[config.mk]
export PLATFORM = sky130hd
export DESIGN_NAME = hrps_scale
export DESIGN_NICKNAME = d
export VERILOG_FILES = /design/src/hw/rtl/height_relief_pixel_shader_unit_assert.svh /design/src/hw/rtl/hrps_pkg.sv /design/src/hw/rtl/hrps_scale.sv
export SDC_FILE = /design/constraint.sdc
export NUM_CORES = 1
export LEC_CHECK = 0
export BUFFER_PORTS_ARGS = -buffer_cell sky130_fd_sc_hd__buf_2
export CAP_MARGIN = 20
export CORE_ASPECT_RATIO = 2
export CORE_MARGIN = 5
export CORE_UTILIZATION = 55
export CTS_CLUSTER_DIAMETER = 50
export DETAILED_ROUTE_END_ITERATION = 8
export PLACE_DENSITY = 0.73
export RECOVER_POWER = 100
export REMOVE_ABC_BUFFERS = 1
export SYNTH_ARGS = -nofsm -noshare
export SYNTH_HDL_FRONTEND = slang
export SYNTH_SLANG_ARGS = --single-unit
[constraint.sdc]
create_clock -name clk -period 6.3 [get_ports clk]
set_input_delay 1.26 -clock clk [delete_from_list [all_inputs] [get_ports clk]]
set_output_delay 1.26 -clock clk [all_outputs]
set_load 0.01 [all_outputs]
[src/hw/rtl/height_relief_pixel_shader_unit_assert.svh]
// Assertion macros for the relief shader unit checks.
`ifndef HEIGHT_RELIEF_PIXEL_SHADER_UNIT_ASSERT_SVH
`define HEIGHT_RELIEF_PIXEL_SHADER_UNIT_ASSERT_SVH

// Same-cycle implication, sampled on clk, switched off while rst is high.
`define HRPSU_ASSERT_NOW(label, cond, conseq) \
  label: assert property (@(posedge clk) disable iff (rst) (cond) |-> (conseq)) \
    else $error("relief shader: same-cycle check failed");

// Next-cycle implication, sampled on clk, switched off while rst is high.
`define HRPSU_ASSERT_NEXT(label, cond, conseq) \
  label: assert property (@(posedge clk) disable iff (rst) (cond) |=> (conseq)) \
    else $error("relief shader: next-cycle check failed");

`endif

[src/hw/rtl/hrps_pkg.sv]
// Shared types, constants and shade table for the relief shader unit.
`timescale 1ns / 1ps
`default_nettype none

package hrps_pkg;

  localparam int COLOR_BITS   = 8;
  localparam int SURFACE_BITS = 10;
  localparam int COLUMN_BITS  = 9;
  localparam int FRAC_BITS    = 16;
  localparam int FACTOR_BITS  = 17;
  localparam int PRODUCT_BITS = COLOR_BITS + FACTOR_BITS;
  localparam int SCALED_BITS  = PRODUCT_BITS - FRAC_BITS;
  localparam int INDEX_BITS   = 3;

  localparam logic [COLOR_BITS-1:0] MIST_RED    = 8'd8;
  localparam logic [COLOR_BITS-1:0] MIST_GREEN  = 8'd8;
  localparam logic [COLOR_BITS-1:0] MIST_BLUE   = 8'd12;
  localparam logic [COLOR_BITS-1:0] CHANNEL_MAX = 8'd255;

  // Height difference is clamped to plus or minus this many levels.
  localparam int DIFF_LIMIT = 3;

  localparam logic [INDEX_BITS-1:0]  IDX_LOWEST  = 3'd0;
  localparam logic [INDEX_BITS-1:0]  IDX_HIGHEST = 3'd6;
  localparam logic [FACTOR_BITS-1:0] FACTOR_UNITY = 17'd65536;

  typedef struct packed {
    logic [COLOR_BITS-1:0]   red_in;
    logic [COLOR_BITS-1:0]   green_in;
    logic [COLOR_BITS-1:0]   blue_in;
    logic [SURFACE_BITS-1:0] surface_height;
    logic                    explored;
    logic [COLUMN_BITS-1:0]  column;
    logic                    top_row;
  } texel_t;

  typedef struct packed {
    logic [COLOR_BITS-1:0] red_out;
    logic [COLOR_BITS-1:0] green_out;
    logic [COLOR_BITS-1:0] blue_out;
  } pixel_t;

  typedef struct packed {
    logic [COLOR_BITS-1:0] red;
    logic [COLOR_BITS-1:0] green;
    logic [COLOR_BITS-1:0] blue;
  } rgb_t;

  // Colour plus its chosen Q1.16 shade factor.
  typedef struct packed {
    logic                   mist;
    rgb_t                   colour;
    logic [FACTOR_BITS-1:0] factor;
  } shade_t;

  // Scaled channels after the fraction bits are dropped, before saturation.
  typedef struct packed {
    logic                   mist;
    logic [SCALED_BITS-1:0] red;
    logic [SCALED_BITS-1:0] green;
    logic [SCALED_BITS-1:0] blue;
  } product_t;

  // round((1 + 0.09 * d) * 65536) for d = -3 .. 3, indexed by d + 3.
  function automatic logic [FACTOR_BITS-1:0] shade_factor(input logic [INDEX_BITS-1:0] idx);
    logic [FACTOR_BITS-1:0] f;
    case (idx)
      3'd0:    f = 17'd47841;
      3'd1:    f = 17'd53740;
      3'd2:    f = 17'd59638;
      3'd3:    f = 17'd65536;
      3'd4:    f = 17'd71434;
      3'd5:    f = 17'd77332;
      3'd6:    f = 17'd83231;
      default: f = FACTOR_UNITY;
    endcase
    return f;
  endfunction

endpackage

`default_nettype wire

[src/hw/rtl/hrps_scale.sv]
// Scale stages: channel multiply, then saturation and mist select.
`timescale 1ns / 1ps
`default_nettype none

module hrps_scale (
  input  wire logic             clk,
  input  wire logic             rst,
  input  wire logic             load_mul,
  input  wire logic             load_out,
  input  wire logic             in_valid,
  input  wire hrps_pkg::shade_t shade,
  output logic                  mul_valid,
  output hrps_pkg::pixel_t      pixel,
  output logic                  pixel_valid
);

  logic [hrps_pkg::PRODUCT_BITS-1:0] prod_r;
  logic [hrps_pkg::PRODUCT_BITS-1:0] prod_g;
  logic [hrps_pkg::PRODUCT_BITS-1:0] prod_b;
  hrps_pkg::product_t                prod;
  hrps_pkg::product_t                prod_next;
  hrps_pkg::pixel_t                  pixel_next;

  always_comb begin
    prod_r = hrps_pkg::PRODUCT_BITS'(shade.colour.red)
           * hrps_pkg::PRODUCT_BITS'(shade.factor);
    prod_g = hrps_pkg::PRODUCT_BITS'(shade.colour.green)
           * hrps_pkg::PRODUCT_BITS'(shade.factor);
    prod_b = hrps_pkg::PRODUCT_BITS'(shade.colour.blue)
           * hrps_pkg::PRODUCT_BITS'(shade.factor);
    prod_next.mist  = shade.mist;
    prod_next.red   = prod_r[hrps_pkg::PRODUCT_BITS-1:hrps_pkg::FRAC_BITS];
    prod_next.green = prod_g[hrps_pkg::PRODUCT_BITS-1:hrps_pkg::FRAC_BITS];
    prod_next.blue  = prod_b[hrps_pkg::PRODUCT_BITS-1:hrps_pkg::FRAC_BITS];
  end

  // Mist if unexplored, else clamp above one byte to full scale.
  always_comb begin
    if (prod.mist) begin
      pixel_next.red_out   = hrps_pkg::MIST_RED;
      pixel_next.green_out = hrps_pkg::MIST_GREEN;
      pixel_next.blue_out  = hrps_pkg::MIST_BLUE;
    end else begin
      pixel_next.red_out   = prod.red[hrps_pkg::COLOR_BITS] ? hrps_pkg::CHANNEL_MAX
                                                            : prod.red[hrps_pkg::COLOR_BITS-1:0];
      pixel_next.green_out = prod.green[hrps_pkg::COLOR_BITS] ? hrps_pkg::CHANNEL_MAX
                                                              : prod.green[hrps_pkg::COLOR_BITS-1:0];
      pixel_next.blue_out  = prod.blue[hrps_pkg::COLOR_BITS] ? hrps_pkg::CHANNEL_MAX
                                                             : prod.blue[hrps_pkg::COLOR_BITS-1:0];
    end
  end

  always_ff @(posedge clk) begin
    if (rst) begin
      mul_valid   <= 1'b0;
      pixel_valid <= 1'b0;
    end else begin
      if (load_mul) begin
        mul_valid <= in_valid;
      end
      if (load_out) begin
        pixel_valid <= mul_valid;
      end
    end
  end

  always_ff @(posedge clk) begin
    if (load_mul) begin
      prod <= prod_next;
    end
    if (load_out) begin
      pixel <= pixel_next;
    end
  end

endmodule

`default_nettype wire

Word level (Yosys, flattened, before mapping)
Cells that the tools add are included.

cells by class
  reductions and logical operators = 3
  multiply operators = 3
  mux-type cells = 3

operator list
  operator                     number
  multiplier 8 x 17 -> 25 bit  3
  2-to-1 mux 8 bit             3
  OR reduction 2 bit           3

word-level totals
  word-level logic and storage cells = 21
  bits in registers = 54

Logic depth before layout (Yosys ltp)
  depth after elaboration = 1
  mapped depth = 18
  mapped depth without buffers = 16

Worst setup path before layout
Ideal clock, no wire load.

  path kind = in2reg
  start = input port shade[35] (netlist bit)
  end = register prod[24] (netlist bit) (data pin)
  arrival time = 5.042 ns
  library setup time = 0.259 ns
  data required time = 6.041 ns
  stages = 15
  setup slack = 0.999 ns
  cell sequence = clkbuf_1 and2_1 fa_1 fa_1 fa_1 inv_1 fa_1 inv_1 ha_1 a21oi_1 o221ai_1 a21oi_1 a211oi_2 a41oi_1 xnor2_1

on the way
  cells in the longest elaborated chain, start to end = 1

ends and longest elaborated chain
  item                         RTL line          source
  start, declared              hrps_scale.sv:11  input wire hrps_pkg::shade_t shade,
  multiplier 8 x 17 -> 25 bit  hrps_scale.sv:26  * hrps_pkg::PRODUCT_BITS'(shade.factor);
  via prod_r (one bit)         hrps_scale.sv:17  logic [hrps_pkg::PRODUCT_BITS-1:0] prod_r;
  end signal, assigned         hrps_scale.sv:69  prod <= prod_next;
  end, declared                hrps_scale.sv:20  hrps_pkg::product_t prod;

The timed path passes the listed nets, and every way through them passes these cells.
A chain may end at the register's enable or synchronous reset.

Worst setup path in the final report
  start = input port shade[5] (netlist bit)
  end = register prod[2] (netlist bit) (data pin)

on the way
  cells in the longest elaborated chain, start to end = 1

ends and longest elaborated chain
  item                         RTL line          source
  multiplier 8 x 17 -> 25 bit  hrps_scale.sv:30  * hrps_pkg::PRODUCT_BITS'(shade.factor);
  via prod_b (one bit)         hrps_scale.sv:19  logic [hrps_pkg::PRODUCT_BITS-1:0] prod_b;

The timed path passes the listed nets, and every way through them passes these cells.

==> metrics.md <==
| Metric | Value |
|---|---|
| Status | finished, violations left |
| Failing checks | capacitance limit, slew limit |
| Critical Path Start | shade[5] |
| Most frequent cells after synthesis | and2_1, inv_1, fa_1 |
| Sequential share of power | approximately 14% |
| Die area | around 29,000 µm² |
| Fill cell count | 2,235 |
| Worst skew pair latency | 0.29 ns |
| Clock Sink Count | 54 |
| Clock Skews | 0.007095 ns |
| Startpoint Class | primary input |
| Largest net degree at the start of global routing | 30 |
| Max frequency | 167.0 MHz |
| Setup Buffers After CTS | 0 |
| Maximum vdd drop | 0.2857 mV |
| Worst-Margin Slew | roughly 1.6 ns |
| Post-synth top area share | 38.39% |
| Synth Area per Inst | 9.319 µm² |
| Total vias in the final route | 10,120 |
| Synth area leader | fa_1 |
| CTS tree | yes |
| Root Buffer | clkbuf_16 |
| Multi-input logic area | 10,890 µm² |
| Switching Share | 50.49% |
| Synth Warn # | 0 |
| Count leader, synth | and2_1 |
| DRC violations left | 0 |
| Port Buffer Count | between 70 and 80 |
| Reg-to-Reg Start | prod[27]$_DFFE_PP_ |
| ANT cells | 0 |
| First-pass GRT wire length | 54.42 mm |
| Pint | 0.002171 W |
| DP Worst Slack | 0.2684 ns |
| Hold Crit Start | prod[12]$_DFFE_PP_ |
| WL/cell | 17.37 µm |
| Slowest cell on crit path | a211oi_1 |
| Initial core utilization | between 50 and 60% |
| Cell Pwr Density | 300.2 nW/µm² |
| Nets | around 2,000 |
| Power share of the combinational group | 78.4% |
| Overall routing resource usage | 23.66% |
| Yosys reg bits | 54 |
| Core ar. | 25,030 µm² |
| Leading post-synthesis cells by cell area | fa_1, and2_1, ha_1, edfxtp_1, inv_1 |
| Post-CTS Resized | 0 |
| Clk pin slew, worst setup/hold paths | ~0.070 ns |
| Cell row count | 82 |
| Crit. End Element | flip-flop |
| Async S/R FF share, synth | 0% |
| H-tree depth | 2 |
| Slew HR | -8.083% |
| Vias per inst | 5.471 |
| Worst Hold Class | flip-flop to flip-flop |
| HPWL after detailed placement | 25.79 mm |
| I/O pin count | 73 |
| RSZ-0062 raised after global routing | false |
| ANT nets after route | 0 |
| CTS Buf Count | 5 |
| Tmin final | between 5 and 6 ns |
| Final GP Congestion | 0.9590 |
| Endpoints failing hold | 0 |
| Reg area | 1602 µm² |
| Die Span X | about 120 µm |
| GR Overflow Total | 0 |
| FF-to-FF path depth | 1 |
| Leakage | 7.288 nW |
| First-pass DRT Iterations | 5 |
| Kind of critical path | primary input to flip-flop |
| Vias in the first global route | 11,640 |
| Crit path required time | around 6.4 ns |
| Die Ht | 235 µm |
| Netlist cell types | 54 |
| WHS Path Cells | 1 |
| Layout cells sized above 1 | under 10% |
| Synthesized instance count | 1,494 |
| Ys flop type | edfxtp_1 |
| CP Cell Sequence | buf_2 > nand2_1 > fa_1 > fa_1 > inv_1 > fa_1 > fa_1 > ha_1 > nand3_1 > nor4_1 > a211oi_1 > o21ai_2 > a2111oi_0 > nand4b_1 |
| Worst-path fanout max | 24 |
| Crit share post-route | 95.06% |
| Area Overhead vs Synth | 4.907% |
| Clock power share | 7.1% |
| Clock Path Buffers | 2 |
| Setup-failing EPs final | 0 |
| CP max stage delay | 0.61 ns |
| Sw Pwr | 0.002214 W |
| Final worst slack | approximately 0.31 ns |
| Crit path DAT | 6.12 ns |
| Total Wirelength | 32.11 mm |
| CP dominant cell by count | fa_1 |
| EDFF count, synth | 52 |
| Iter 0 DRT Violations | just under 400 |
| Antenna violations before repair | 0 |
| Seq/Total Area, Yosys | between 10% and 20% |
| Post-Synthesis Cell Area | 13,920 µm² |
| Accumulated negative setup slack | 0 ns |
| Max-cap violations | 1 |
| CTS Hold Bufs | 0 |
| Final Max Tran Viols | 30 |
[metrics by stage]
step | power, W | hold slack [ns] | std cells | cell area [µm²] | utilization [%]
6_report | 0.004385 | 0.4987 | 1849 | 14610 | 58.34
5_1_grt | 0.004888 | 0.5086 | 1849 | 14610 | 58.34
4_1_cts | 0.004451 | 0.4978 | 1849 | 14670 | 58.59
3_5_place_dp | 0.004120 | 0.4828 | 1841 | 14500 | 57.93
3_3_place_gp | 0.004024 | 0.4700 | 1841 | 14500 | 57.93
2_1_floorplan | 0.003135 | 0.4749 | 1425 | 13660 | -
[path summary, 6_finish.rpt]
| path | end | slack [ns] |
|---|---|---|
| max | prod[2]$_DFFE_PP_ | 0.31 |
| min | pixel[11]$_SDFFCE_PP1P_ | 0.50 |
| max reg2reg | pixel[3]$_SDFFCE_PP1P_ | 4.85 |
| min reg2reg | pixel[11]$_SDFFCE_PP1P_ | 0.50 |
[cells in the final DEF (no fill, tap or decap), drive strengths merged, types with 6 or more instances in the layout]
master  Yosys  layout
a211oi      8       8
a21o       14      14
a21oi      38      38
and2      336     336
buf         2      50
clkbuf     67      36
edfxtp     52      52
fa        267     267
ha        126     126
inv       305     305
nand2      87      87
nand3      11      11
nand4       7       7
nor2       55      55
o211ai      6       6
o21ai      19      19
or3         6       6
xnor2      14      14
xor2       11      11
[state kept, by name, indices dropped and copies added, names as in the netlist]
signal       count
mul_valid        1
prod            28
pixel           24
pixel_valid      1
[kinds of logic (layout without fill, tap and decap cells)]
logic type / Yosys count / in the layout / share of synthesized area, %
XOR/XNOR: 25 / 25 / 1.573
buffers and inverters: 374 / 393 / 10.10
flip-flops: 54 / 54 / 11.50
multiplexers: 3 / 3 / 0.2157
AO/OA/AOI/OAI: 116 / 116 / 5.617
adder cells (fa/ha/maj): 393 / 393 / 49.72
AND/OR/NAND/NOR: 529 / 529 / 21.27
[cell type report]
class | instances | area share [%]
tap | 336 | 2.878
sequential | 54 | 10.97
clock buffer | 6 | 0.8824
multi-input combinational | 1066 | 74.59
timing repair buffer | 80 | 2.587
clock inverter | 2 | 0.2570
inverter | 305 | 7.839
[power groups by stage]
stage	Combinational (W)	Sequential [W]	Clock, W
6_report	0.00344	0.000636	0.000311
4_1_cts	0.00350	0.000637	0.000315
5_1_grt	0.00391	0.000647	0.000333
3_3_place_gp	0.00338	0.000641	0
2_1_floorplan	0.00249	0.000647	0
3_5_place_dp	0.00348	0.000645	0
[critical path: cells and delay by family]
kind | cells | cell delay [ns]
buffers and inverters | 2 | 0.46
AOI/OAI and AO/OA | 3 | 1.44
adders and majority gates | 5 | 2.40
and+or+nand+nor | 4 | 0.55
[metal layers]
metal	vias to the layer above	share of wire (%)	global-route usage, %
li1	4572	-	-
met1	5212	35	24.73
met2	222	58	45.81
met3	110	2.3	1.805
met4	0	5.0	11.69
met5	-	0	0
(Power assumes the default switching activity.)
