[config.mk]
export PLATFORM = sky130hd
export DESIGN_NAME = hrps_factor
export DESIGN_NICKNAME = d
export VERILOG_FILES = /design/src/hw/rtl/height_relief_pixel_shader_unit_assert.svh /design/src/hw/rtl/hrps_pkg.sv /design/src/hw/rtl/hrps_factor.sv
export SDC_FILE = /design/constraint.sdc
export NUM_CORES = 1
export LEC_CHECK = 0
export BUFFER_PORTS_ARGS = -buffer_cell sky130_fd_sc_hd__buf_2
export CORE_MARGIN = 8
export CORE_UTILIZATION = 47
export CTS_CLUSTER_DIAMETER = 120
export CTS_CLUSTER_SIZE = 14
export DETAILED_ROUTE_END_ITERATION = 6
export PLACE_DENSITY_LB_ADDON = 0.15
export SLEW_MARGIN = 30
export SYNTH_ARGS = -nofsm -noshare
export SYNTH_HDL_FRONTEND = slang
export SYNTH_SLANG_ARGS = --single-unit
[constraint.sdc]
create_clock -name clk -period 4.65 [get_ports clk]
set_input_delay 1.1625 -clock clk [delete_from_list [all_inputs] [get_ports clk]]
set_output_delay 1.1625 -clock clk [all_outputs]
set_load 0.01 [all_outputs]
[src/hw/rtl/height_relief_pixel_shader_unit_assert.svh]
// Assertion macros for the relief shader unit checks.
`ifndef HEIGHT_RELIEF_PIXEL_SHADER_UNIT_ASSERT_SVH
`define HEIGHT_RELIEF_PIXEL_SHADER_UNIT_ASSERT_SVH

// Same-cycle implication, sampled on clk, switched off while rst is high.
`define HRPSU_ASSERT_NOW(label, cond, conseq) \
  label: assert property (@(posedge clk) disable iff (rst) (cond) |-> (conseq)) \
    else $error("relief shader: same-cycle check failed");

// Next-cycle implication, sampled on clk, switched off while rst is high.
`define HRPSU_ASSERT_NEXT(label, cond, conseq) \
  label: assert property (@(posedge clk) disable iff (rst) (cond) |=> (conseq)) \
    else $error("relief shader: next-cycle check failed");

`endif

[src/hw/rtl/hrps_pkg.sv]
// Shared types, constants and shade table for the relief shader unit.
`timescale 1ns / 1ps
`default_nettype none

package hrps_pkg;

  localparam int COLOR_BITS   = 8;
  localparam int SURFACE_BITS = 10;
  localparam int COLUMN_BITS  = 9;
  localparam int FRAC_BITS    = 16;
  localparam int FACTOR_BITS  = 17;
  localparam int PRODUCT_BITS = COLOR_BITS + FACTOR_BITS;
  localparam int SCALED_BITS  = PRODUCT_BITS - FRAC_BITS;
  localparam int INDEX_BITS   = 3;

  localparam logic [COLOR_BITS-1:0] MIST_RED    = 8'd8;
  localparam logic [COLOR_BITS-1:0] MIST_GREEN  = 8'd8;
  localparam logic [COLOR_BITS-1:0] MIST_BLUE   = 8'd12;
  localparam logic [COLOR_BITS-1:0] CHANNEL_MAX = 8'd255;

  // Height difference is clamped to plus or minus this many levels.
  localparam int DIFF_LIMIT = 3;

  localparam logic [INDEX_BITS-1:0]  IDX_LOWEST  = 3'd0;
  localparam logic [INDEX_BITS-1:0]  IDX_HIGHEST = 3'd6;
  localparam logic [FACTOR_BITS-1:0] FACTOR_UNITY = 17'd65536;

  typedef struct packed {
    logic [COLOR_BITS-1:0]   red_in;
    logic [COLOR_BITS-1:0]   green_in;
    logic [COLOR_BITS-1:0]   blue_in;
    logic [SURFACE_BITS-1:0] surface_height;
    logic                    explored;
    logic [COLUMN_BITS-1:0]  column;
    logic                    top_row;
  } texel_t;

  typedef struct packed {
    logic [COLOR_BITS-1:0] red_out;
    logic [COLOR_BITS-1:0] green_out;
    logic [COLOR_BITS-1:0] blue_out;
  } pixel_t;

  typedef struct packed {
    logic [COLOR_BITS-1:0] red;
    logic [COLOR_BITS-1:0] green;
    logic [COLOR_BITS-1:0] blue;
  } rgb_t;

  // Colour plus its chosen Q1.16 shade factor.
  typedef struct packed {
    logic                   mist;
    rgb_t                   colour;
    logic [FACTOR_BITS-1:0] factor;
  } shade_t;

  // Scaled channels after the fraction bits are dropped, before saturation.
  typedef struct packed {
    logic                   mist;
    logic [SCALED_BITS-1:0] red;
    logic [SCALED_BITS-1:0] green;
    logic [SCALED_BITS-1:0] blue;
  } product_t;

  // round((1 + 0.09 * d) * 65536) for d = -3 .. 3, indexed by d + 3.
  function automatic logic [FACTOR_BITS-1:0] shade_factor(input logic [INDEX_BITS-1:0] idx);
    logic [FACTOR_BITS-1:0] f;
    case (idx)
      3'd0:    f = 17'd47841;
      3'd1:    f = 17'd53740;
      3'd2:    f = 17'd59638;
      3'd3:    f = 17'd65536;
      3'd4:    f = 17'd71434;
      3'd5:    f = 17'd77332;
      3'd6:    f = 17'd83231;
      default: f = FACTOR_UNITY;
    endcase
    return f;
  endfunction

endpackage

`default_nettype wire

[src/hw/rtl/hrps_factor.sv]
// Relief stage: height difference, clamp and shade factor selection.
`timescale 1ns / 1ps
`default_nettype none

module hrps_factor #(
  parameter int HEIGHT_BITS = 10
) (
  input  wire logic                 clk,
  input  wire logic                 rst,
  input  wire logic                 load,
  input  wire logic                 in_valid,
  input  wire hrps_pkg::rgb_t       colour,
  input  wire logic                 explored,
  input  wire logic                 has_north,
  input  wire logic [HEIGHT_BITS-1:0] height,
  input  wire logic [HEIGHT_BITS:0] north,
  output hrps_pkg::shade_t          shade,
  output logic                      valid
);

  localparam int DW = HEIGHT_BITS + 1;
  localparam logic signed [DW-1:0] LIMIT_POS = DW'(hrps_pkg::DIFF_LIMIT);
  localparam logic signed [DW-1:0] LIMIT_NEG = -LIMIT_POS;

  logic signed [DW-1:0]               diff;
  logic signed [DW-1:0]               diff_off;
  logic [hrps_pkg::INDEX_BITS-1:0]    idx;
  logic                               relief;
  hrps_pkg::shade_t                   shade_next;

  always_comb begin
    diff     = $signed({1'b0, height}) - $signed({1'b0, north[HEIGHT_BITS:1]});
    diff_off = diff + LIMIT_POS;
    if (diff < LIMIT_NEG) begin
      idx = hrps_pkg::IDX_LOWEST;
    end else if (diff > LIMIT_POS) begin
      idx = hrps_pkg::IDX_HIGHEST;
    end else begin
      idx = hrps_pkg::INDEX_BITS'(diff_off);
    end
    // Shade only against an explored northern neighbour.
    relief            = has_north && north[0];
    shade_next.mist   = !explored;
    shade_next.colour = colour;
    shade_next.factor = relief ? hrps_pkg::shade_factor(idx) : hrps_pkg::FACTOR_UNITY;
  end

  always_ff @(posedge clk) begin
    if (rst) begin
      valid <= 1'b0;
    end else if (load) begin
      valid <= in_valid;
    end
  end

  always_ff @(posedge clk) begin
    if (load) begin
      shade <= shade_next;
    end
  end

endmodule

`default_nettype wire

# After elaboration in Yosys (flattened, before gate mapping)
# Index checks and enable logic that the tools add are counted.
# op_classes
reduce_logical	3
n_addsub	2
eq_ne	5
magnitude_cmp	2
muxes	3
# ops
cell	n
17-bit one-hot mux with 6 select lines	1
11-bit by 3-bit > comparator with 1-bit output, second input constant	1
11-bit by 3-bit less-than comparator with 1-bit output, second input constant	1
10-bit by 10-bit subtractor with 11-bit output	1
3-bit equality test, second input constant	3
3-bit 2-to-1 mux	2
3-bit adder, second input constant	1
3-bit by 1-bit equality test with 1-bit output, second input constant	1
3-bit by 2-bit equality test with 1-bit output, second input constant	1
3-bit logical NOT	1
1-bit logical AND	1
1-bit logical NOT	1
# word_totals
regBits	43
input_bits	51
elab_cells	21
out_inout_bits	43

# Logic depth before layout (Yosys ltp)
# Gate-level depths: netlist of run 1.
# logic_depth
word_depth	6
depth_mapped	17
depth_no_buf	17

# Least setup slack after synthesis of run 1
# Ideal clock, no wire load.
# synth_path
kind	input-to-reg
start	input port height[0]
end	register shade[16] in the netlist's numbering (data pin)
n_path_buf	0
setup_slack_ns	0.304
cell_stages	17
setup_ns	0.271
t_required_ns	4.379
arrival_time_ns	4.075
cell_sequence	inv_1 ha_1 inv_1 fa_1 a211oi_1 o21bai_1 a21oi_1 xnor2_1 nand4_1 or4_4 mux2i_4 nand2_2 ha_1 nor2_1 nor2_1 a21boi_4 o2111ai_1
# synth_via
elab_chain_cells	6
word_cells_on_any_way	13
classes_between	add/sub (2); order compare (2); eq/ne (5); mux (3); reduce/logical (1)
# synth_rtl
element	line	rtl
start, declared	hrps_factor.sv:15	input wire logic [HEIGHT_BITS-1:0] height,
10-bit by 10-bit subtractor with 11-bit output *	hrps_factor.sv:32	diff = $signed({1'b0, height}) - $signed({1'b0, north[HEIGHT_BITS:1]});
11-bit by 3-bit > comparator with 1-bit output or 3-bit adder (tied branches)	hrps_factor.sv:36, hrps_factor.sv:33	
3-bit 2-to-1 mux	hrps_factor.sv:36	end else if (diff > LIMIT_POS) begin
3-bit 2-to-1 mux *	hrps_factor.sv:34	if (diff < LIMIT_NEG) begin
3-bit equality test, or another cell as far along	hrps_pkg.sv:68	case (idx)
17-bit one-hot mux with 6 select lines *	hrps_pkg.sv:68	
end signal, assigned	hrps_factor.sv:58	shade <= shade_next;
end, declared	hrps_factor.sv:17	output hrps_pkg::shade_t shade,
# Mark *: on every way between the ends. The rest lies on a longest branch, timed or not.
# A chain may end at the register's enable or synchronous reset.

# Final worst setup path of run 1
# Same ends and word-level chain as after synthesis.

==> results of run 1 <==
[kinds of logic (layout without fill, tap and decap cells)]
group	count (synthesis)	in the layout
adders and majority gates	14	14
AOI/OAI and AO/OA	43	43
DFF	38	38
muxes	3	3
xor gates and xnor gates	7	7
and+or+nand+nor	45	45
buffers and inverters	26	122
[worst max-delay path, delay by kind of cell]
kind	cells	cell delay (ns)
simple gates	5	0.83
xor+xnor	1	0.16
buf+inv	3	0.20
mux	1	0.17
fa+ha+maj	3	0.78
compound gates	5	0.95
[through the flow]
stage          total power, uW  instances  hold slack (ns)  instance area [um^2]  setup WS [ns]
2_1_floorplan              577        176            0.528                  2140          0.304
3_3_place_gp               651        316            0.480                  2630          0.174
3_5_place_dp               653        316            0.474                  2630          0.107
4_1_cts                    861        324            0.493                  2710          0.391
5_1_grt                    899        324            0.557                  2710         0.0772
6_report                   852        324            0.489                  2710          0.395
[layout by cell type, fill, tap and decap left out, drive strengths merged, types with 6 or more instances in the layout]
cell type / netlist / final
nor3: 6 / 6
buf: 7 / 96
inv: 18 / 18
a21oi: 14 / 14
edfxtp: 37 / 37
nor2: 11 / 11
ha: 13 / 13
nand2: 9 / 9
nand3: 6 / 6
[state kept, by name, indices dropped and copies added, names as in the netlist]
| name | count |
|---|---|
| valid | 1 |
| shade | 37 |
[metal layers]
metal  global-route usage, %  up-vias  wire, um  share of wire, %
met2                    23.0       55      2210                50
met1                    12.8      749      1920                43
met4                    3.77        0        24              0.54
met3                    3.22        2       262               5.9
li1                        -      839         -                 -
met5                       0        -         0                 0
[cell type report]
cell class                      instances  share of cell area [%]
Clock buffer                            5                    2.54
Clock inverter                          3                   0.600
Tap cell                               52                    2.40
Multi-Input combinational cell        112                    32.3
Inverter                               18                    2.49
Sequential cell                        38                    41.7
Timing Repair Buffer                   96                    18.0
[final timing paths]
| path | from | endpoint | cells past startpoint |
|---|---|---|---|
| worst min register to register | valid | valid | 2 |
| worst max register to register | valid | valid | 2 |
| worst max-delay path | height[0] | shade[16] | 18 |
| worst min-delay path | valid | valid | 2 |
[report_power, final]
part,internal (uW),switching (uW)
registers,408,6.15
clock network,102,105
logic,99.3,131
[synth_stat cells (2+ instances only)]
cell type | number | share of area [%]
ha_1 | 13 | 7.6
o21bai_1 | 2 | 0.70
a211oi_1 | 4 | 1.4
nand2_1 | 8 | 1.4
nor3_1 | 6 | 1.4
nor2b_1 | 2 | 0.58
o21ai_0 | 3 | 0.70
buf_4 | 5 | 1.8
a21oi_1 | 13 | 3.0
o2111ai_1 | 2 | 0.82
or2_2 | 2 | 0.58
a21boi_0 | 2 | 0.70
nand3_2 | 2 | 0.94
edfxtp_1 | 37 | 52
nor2_1 | 11 | 1.9
inv_1 | 18 | 3.2
nand3_1 | 4 | 0.94
xor2_1 | 3 | 1.2
nand4_1 | 2 | 0.58
xnor2_1 | 4 | 1.6
buf_6 | 2 | 1.1
==> results.sh, run 1 <==
export IMPL_status="completed"
export IMPL_core_um2=4380
export IMPL_grt_pass1_vias=1696
export IMPL_cap_viol_max_count=0
export IMPL_die_y_um=83.5
export IMPL_hold_class="flop to flop"
export IMPL_ys_flop_type="edfxtp_1"
export IMPL_synth_cell_types=52
export IMPL_slew_violations=0
export IMPL_ant_nets=0
export IMPL_cts_tree="done"
export IMPL_tightest_slew_ns=0.805
export IMPL_grt_ovfl_total=0
export IMPL_p_leak_uw=0.00121
export IMPL_vias_per_cell=5.08
export IMPL_synth_area_um2=2140
export IMPL_grt_pass1_wl_um=7360
export IMPL_syn_avg_cell_area_um2=12.2
export IMPL_detail_route_iter0_violations=81
export IMPL_drtPass1Iterations=4
export IMPL_power_density_nw_per_um2=314
export IMPL_post_cts_buffers=0
export IMPL_vias=1645
export IMPL_synth_compound_area_share_pct=16.1
export IMPL_cp_data_arrival_time_ns=4.27
export IMPL_end_kind="flop"
export IMPL_area_delta_synth_final_pct=26.8
export IMPL_min_period_over_period_pct=91.5
export IMPL_die_w_um=83.5
export IMPL_seq_area_frac_synth_pct=52.9
export IMPL_synth_simple_area_share_pct=11.4
export IMPL_holdBufCountCts=0
export IMPL_io_pins=94
export IMPL_path_cells="buf_2, inv_1, ha_1, inv_1, fa_1, a211oi_1, o21bai_1, a21oi_1, xnor2_1, nand4_1, or4_4, mux2i_4, nand2_2, ha_1, nor2_1, nor2_1, a21boi_4, o2111ai_1"
export IMPL_wl_per_cell_um=13.6
export IMPL_synth_top_family_by_area="compound AO/OA/AOI/OAI gates"
export IMPL_synth_cells=176
export IMPL_root_buffer="clkbuf_8"
export IMPL_worstSetupPathType="input port to flop"
export IMPL_rsz0062_at_grt="false"
export IMPL_fp_row_count=24
export IMPL_yosys_warnings=0
export IMPL_htreeDepth=2
export IMPL_period_minus_slack_ns=4.26
export IMPL_layout_drive_gt1_share_pct=44.1
export IMPL_hold_viol=0
export IMPL_synthAdderAreaFrac_pct=8.54
export IMPL_cts_clk_slew_worst_paths_ns=0.07
export IMPL_gp_congestion=0.858
export IMPL_max_freq_mhz=235
export IMPL_muxShareOfSynthArea_pct=2.05
export IMPL_nFillCells=372
export IMPL_asyncSetResetFlopFracSynth_pct=0
export IMPL_cts_buffers=5
export IMPL_multi_input_area_um2=876
export IMPL_fin_util_pct=61.9
export IMPL_required_ns=4.67
export IMPL_worst_r2r_setup_slack_ns=4.08
export IMPL_crit_fanout=4
export IMPL_synth_edf_count=37
export IMPL_synth_fp_nets=241
export IMPL_tns_ns=0
export IMPL_ir_drop_mv=0.158
export IMPL_grt_max_degree=39
export IMPL_cts_resized=0
export IMPL_drc_errors=0
export IMPL_n_antenna_cell=0
export IMPL_clock_path_buffers=2
export IMPL_die_area_um2=6970
export IMPL_worstSkewPairLatency_ns=0.27
export IMPL_register_area_um2=1130
export IMPL_port_buffers=93
export IMPL_synth_xor_area_share_pct=2.87
export IMPL_critPathMaxStageDelay_ns=0.47
export IMPL_max_slew_margin_pct=46.3
export IMPL_grt_total_usage_pct=12.2
export IMPL_floorplan_initialDensity_pct=48.8
export IMPL_ys_ff_latch=38
export IMPL_final_nets=336
export IMPL_fin_skew_ns=0
export IMPL_antenna_found_initial=0
export IMPL_setup_violations=0
export IMPL_clock_sinks=38
export IMPL_wirelength_um=4410
export IMPL_crit_slowest_cell="or4_4"
export IMPL_critPathLaunchType="input port"
export IMPL_hpwl_um=3660
Power figures use the tool's default switching activity.
==> inputs of run 2 (changes only) <==
--- a/config.mk
+++ b/config.mk
@@ -5,12 +5,12 @@
 export SDC_FILE = /design/constraint.sdc
 export NUM_CORES = 1
 export LEC_CHECK = 0
-export BUFFER_PORTS_ARGS = -buffer_cell sky130_fd_sc_hd__buf_2
 export CORE_MARGIN = 8
-export CORE_UTILIZATION = 47
+export CORE_UTILIZATION = 51
 export CTS_CLUSTER_DIAMETER = 120
 export CTS_CLUSTER_SIZE = 14
 export DETAILED_ROUTE_END_ITERATION = 6
+export DONT_BUFFER_PORTS = 1
 export PLACE_DENSITY_LB_ADDON = 0.15
 export SLEW_MARGIN = 30
 export SYNTH_ARGS = -nofsm -noshare
==> run 2 against run 1 <==
  * Worst hold slack better by 0.074 ns
  * Sequential share of layout area rose by 9.1 points
  * Non-clock buffer count fell by 95
  * Maximum frequency down 0.99%
  * Cell count is 30% lower
  * Die area down 6.4%
  * Power is 5.9% lower
  * Critical path type unchanged
  * Highest routed layer unchanged
==> results.sh, run 2 (same netlist as run 1, synthesis figures left out) <==
export IMPL_slew_violations=0
export IMPL_crit_end="shade[16]"
export IMPL_setup_violations=0
export IMPL_min_period_over_period_pct=92.4
export IMPL_io_pins=94
export IMPL_largest_register="shade"
export IMPL_worstRegToRegCells=2
export IMPL_die_y_um=80.8
export IMPL_clock_sinks=38
export IMPL_crit_slowest_cell="or4_4"
export IMPL_crit_family="simple AND/OR/NAND/NOR gates"
export IMPL_detail_route_iter0_violations=99
export IMPL_n_antenna_cell=0
export IMPL_htreeDepth=2
export IMPL_p_leak_uw=0.000838
export IMPL_grt_pass1_vias=1398
export IMPL_port_buffers=0
export IMPL_antenna_found_initial=0
export IMPL_wl_per_cell_um=19.5
export IMPL_worst_r2r_setup_slack_ns=4.02
export IMPL_status="completed"
export IMPL_register_area_um2=1130
export IMPL_drtPass1Iterations=4
export IMPL_required_ns=4.67
export IMPL_clock_path_buffers=2
export IMPL_final_common_cell="edfxtp_1"
export IMPL_die_area_um2=6520
export IMPL_gp_congestion=0.835
export IMPL_cts_buffers=5
export IMPL_crit_cells=17
export IMPL_tightest_slew_ns=0.610
export IMPL_fin_cells=227
export IMPL_layout_common_cells="37 x edfxtp_1, 18 x inv_1, 13 x a21oi_1, 13 x ha_1, 11 x nor2_1"
export IMPL_root_buffer="clkbuf_8"
export IMPL_timing_rr_start="valid"
export IMPL_end_kind="flop"
export IMPL_fin_hold_ws_ns=0.564
export IMPL_fp_row_count=23
export IMPL_crit_fanout=5
export IMPL_rsz0062_at_grt="false"
export IMPL_period_minus_slack_ns=4.30
export IMPL_grt_pass1_wl_um=6750
export IMPL_grt_ovfl_total=0
export IMPL_critPathMaxStageDelay_ns=0.47
export IMPL_grt_max_degree=39
export IMPL_path_cells="inv_1, ha_1, inv_1, fa_1, a211oi_1, nor2_1, xnor2_1, nor3_1, nand4_1, or4_4, nand2_1, a21boi_0, ha_1, nor2_1, nor2_1, a21boi_4, o2111ai_1"
export IMPL_cts_clk_slew_worst_paths_ns=0.07
export IMPL_setup_worst_path_start="height[0]"
export IMPL_vias_per_cell=5.96
export IMPL_holdBufCountCts=0
export IMPL_r2r_end="valid"
export IMPL_critPathLaunchType="input port"
export IMPL_vias=1352
export IMPL_drc_errors=0
export IMPL_cp_data_arrival_time_ns=4.31
export IMPL_wirelength_um=4420
export IMPL_post_cts_buffers=0
export IMPL_multi_input_area_um2=876
export IMPL_total_power_uw=802
export IMPL_cts_resized=0
export IMPL_worstSetupPathType="input port to flop"
export IMPL_grt_total_usage_pct=13.3
export IMPL_fin_util_pct=55.2
export IMPL_core_um2=4030
export IMPL_layout_drive_gt1_share_pct=13.6
export IMPL_floorplan_initialDensity_pct=53.1
export IMPL_hold_class="flop to flop"
export IMPL_nFillCells=358
export IMPL_final_nets=241
export IMPL_fin_skew_ns=0
export IMPL_worstSkewPairLatency_ns=0.28
export IMPL_path_common_cell="nor2_1"
export IMPL_max_slew_margin_pct=59.2
export IMPL_area_delta_synth_final_pct=4.03
export IMPL_hold_viol=0
export IMPL_power_density_nw_per_um2=360
export IMPL_die_w_um=80.8
export IMPL_crit_buf_inv=2
export IMPL_ant_nets=0
export IMPL_hpwl_um=3590
export IMPL_max_freq_mhz=233
export IMPL_cts_tree="done"
export IMPL_ir_drop_mv=0.128
export IMPL_largest_reg_flops=37
export IMPL_tns_ns=0
export IMPL_cap_viol_max_count=0
export IMPL_top_regs="shade (37), valid (1)"
export IMPL_dp_cells=219
run 2: changes by cell type in the layout (fill, tap and decap cells not counted):
cell	before	now
buf_2	93	0
buf_4	3	1
clkbuf_1	0	1
clkinvlp_4	1	0
run 2: cell type report:
type	instances	share of cell area, %
inverter	18	3.04
sequential	38	50.8
multi-input combinational	112	39.3
clock buffer	6	3.26
clock inverter	2	0.393
timing repair buffer	1	0.337
tap	50	2.81
run 2: where the power goes:
part | switching, uW | internal, uW
clock | 104 | 103
combinational | 93.7 | 62.0
sequential | 29.2 | 410
run 2: worst min path at each step:
stage / from / endpoint / slack, ns / cells past startpoint
2_1_floorplan: valid / valid / 0.53 / 2
3_3_place_gp: valid / valid / 0.55 / 2
3_5_place_dp: valid / valid / 0.57 / 2
4_1_cts: valid / valid / 0.58 / 2
5_1_grt: valid / valid / 0.62 / 2
6_report: valid / valid / 0.56 / 2
run 2: routing by layer:
layer	wire (um)	track usage, %
met1	1720	12.8
met4	63	5.89
met2	2310	25.3
met5	0	0
met3	329	4.08
run 2: worst register-to-register path: cells and delay by family, from the launching register on:
kind             cells  cell delay [ns]
flip-flops           1             0.34
multiplexers         1             0.14
AND/OR/NAND/NOR      1             0.05
run 2: stage by stage:
step / cell area, um^2 / setup slack, ns
final: 2230 / 0.352
after global routing: 2230 / 0.0107
after CTS: 2230 / 0.364
after detailed placement: 2140 / 0.0693
after global placement: 2140 / 0.186
after floorplan: 2140 / 0.304
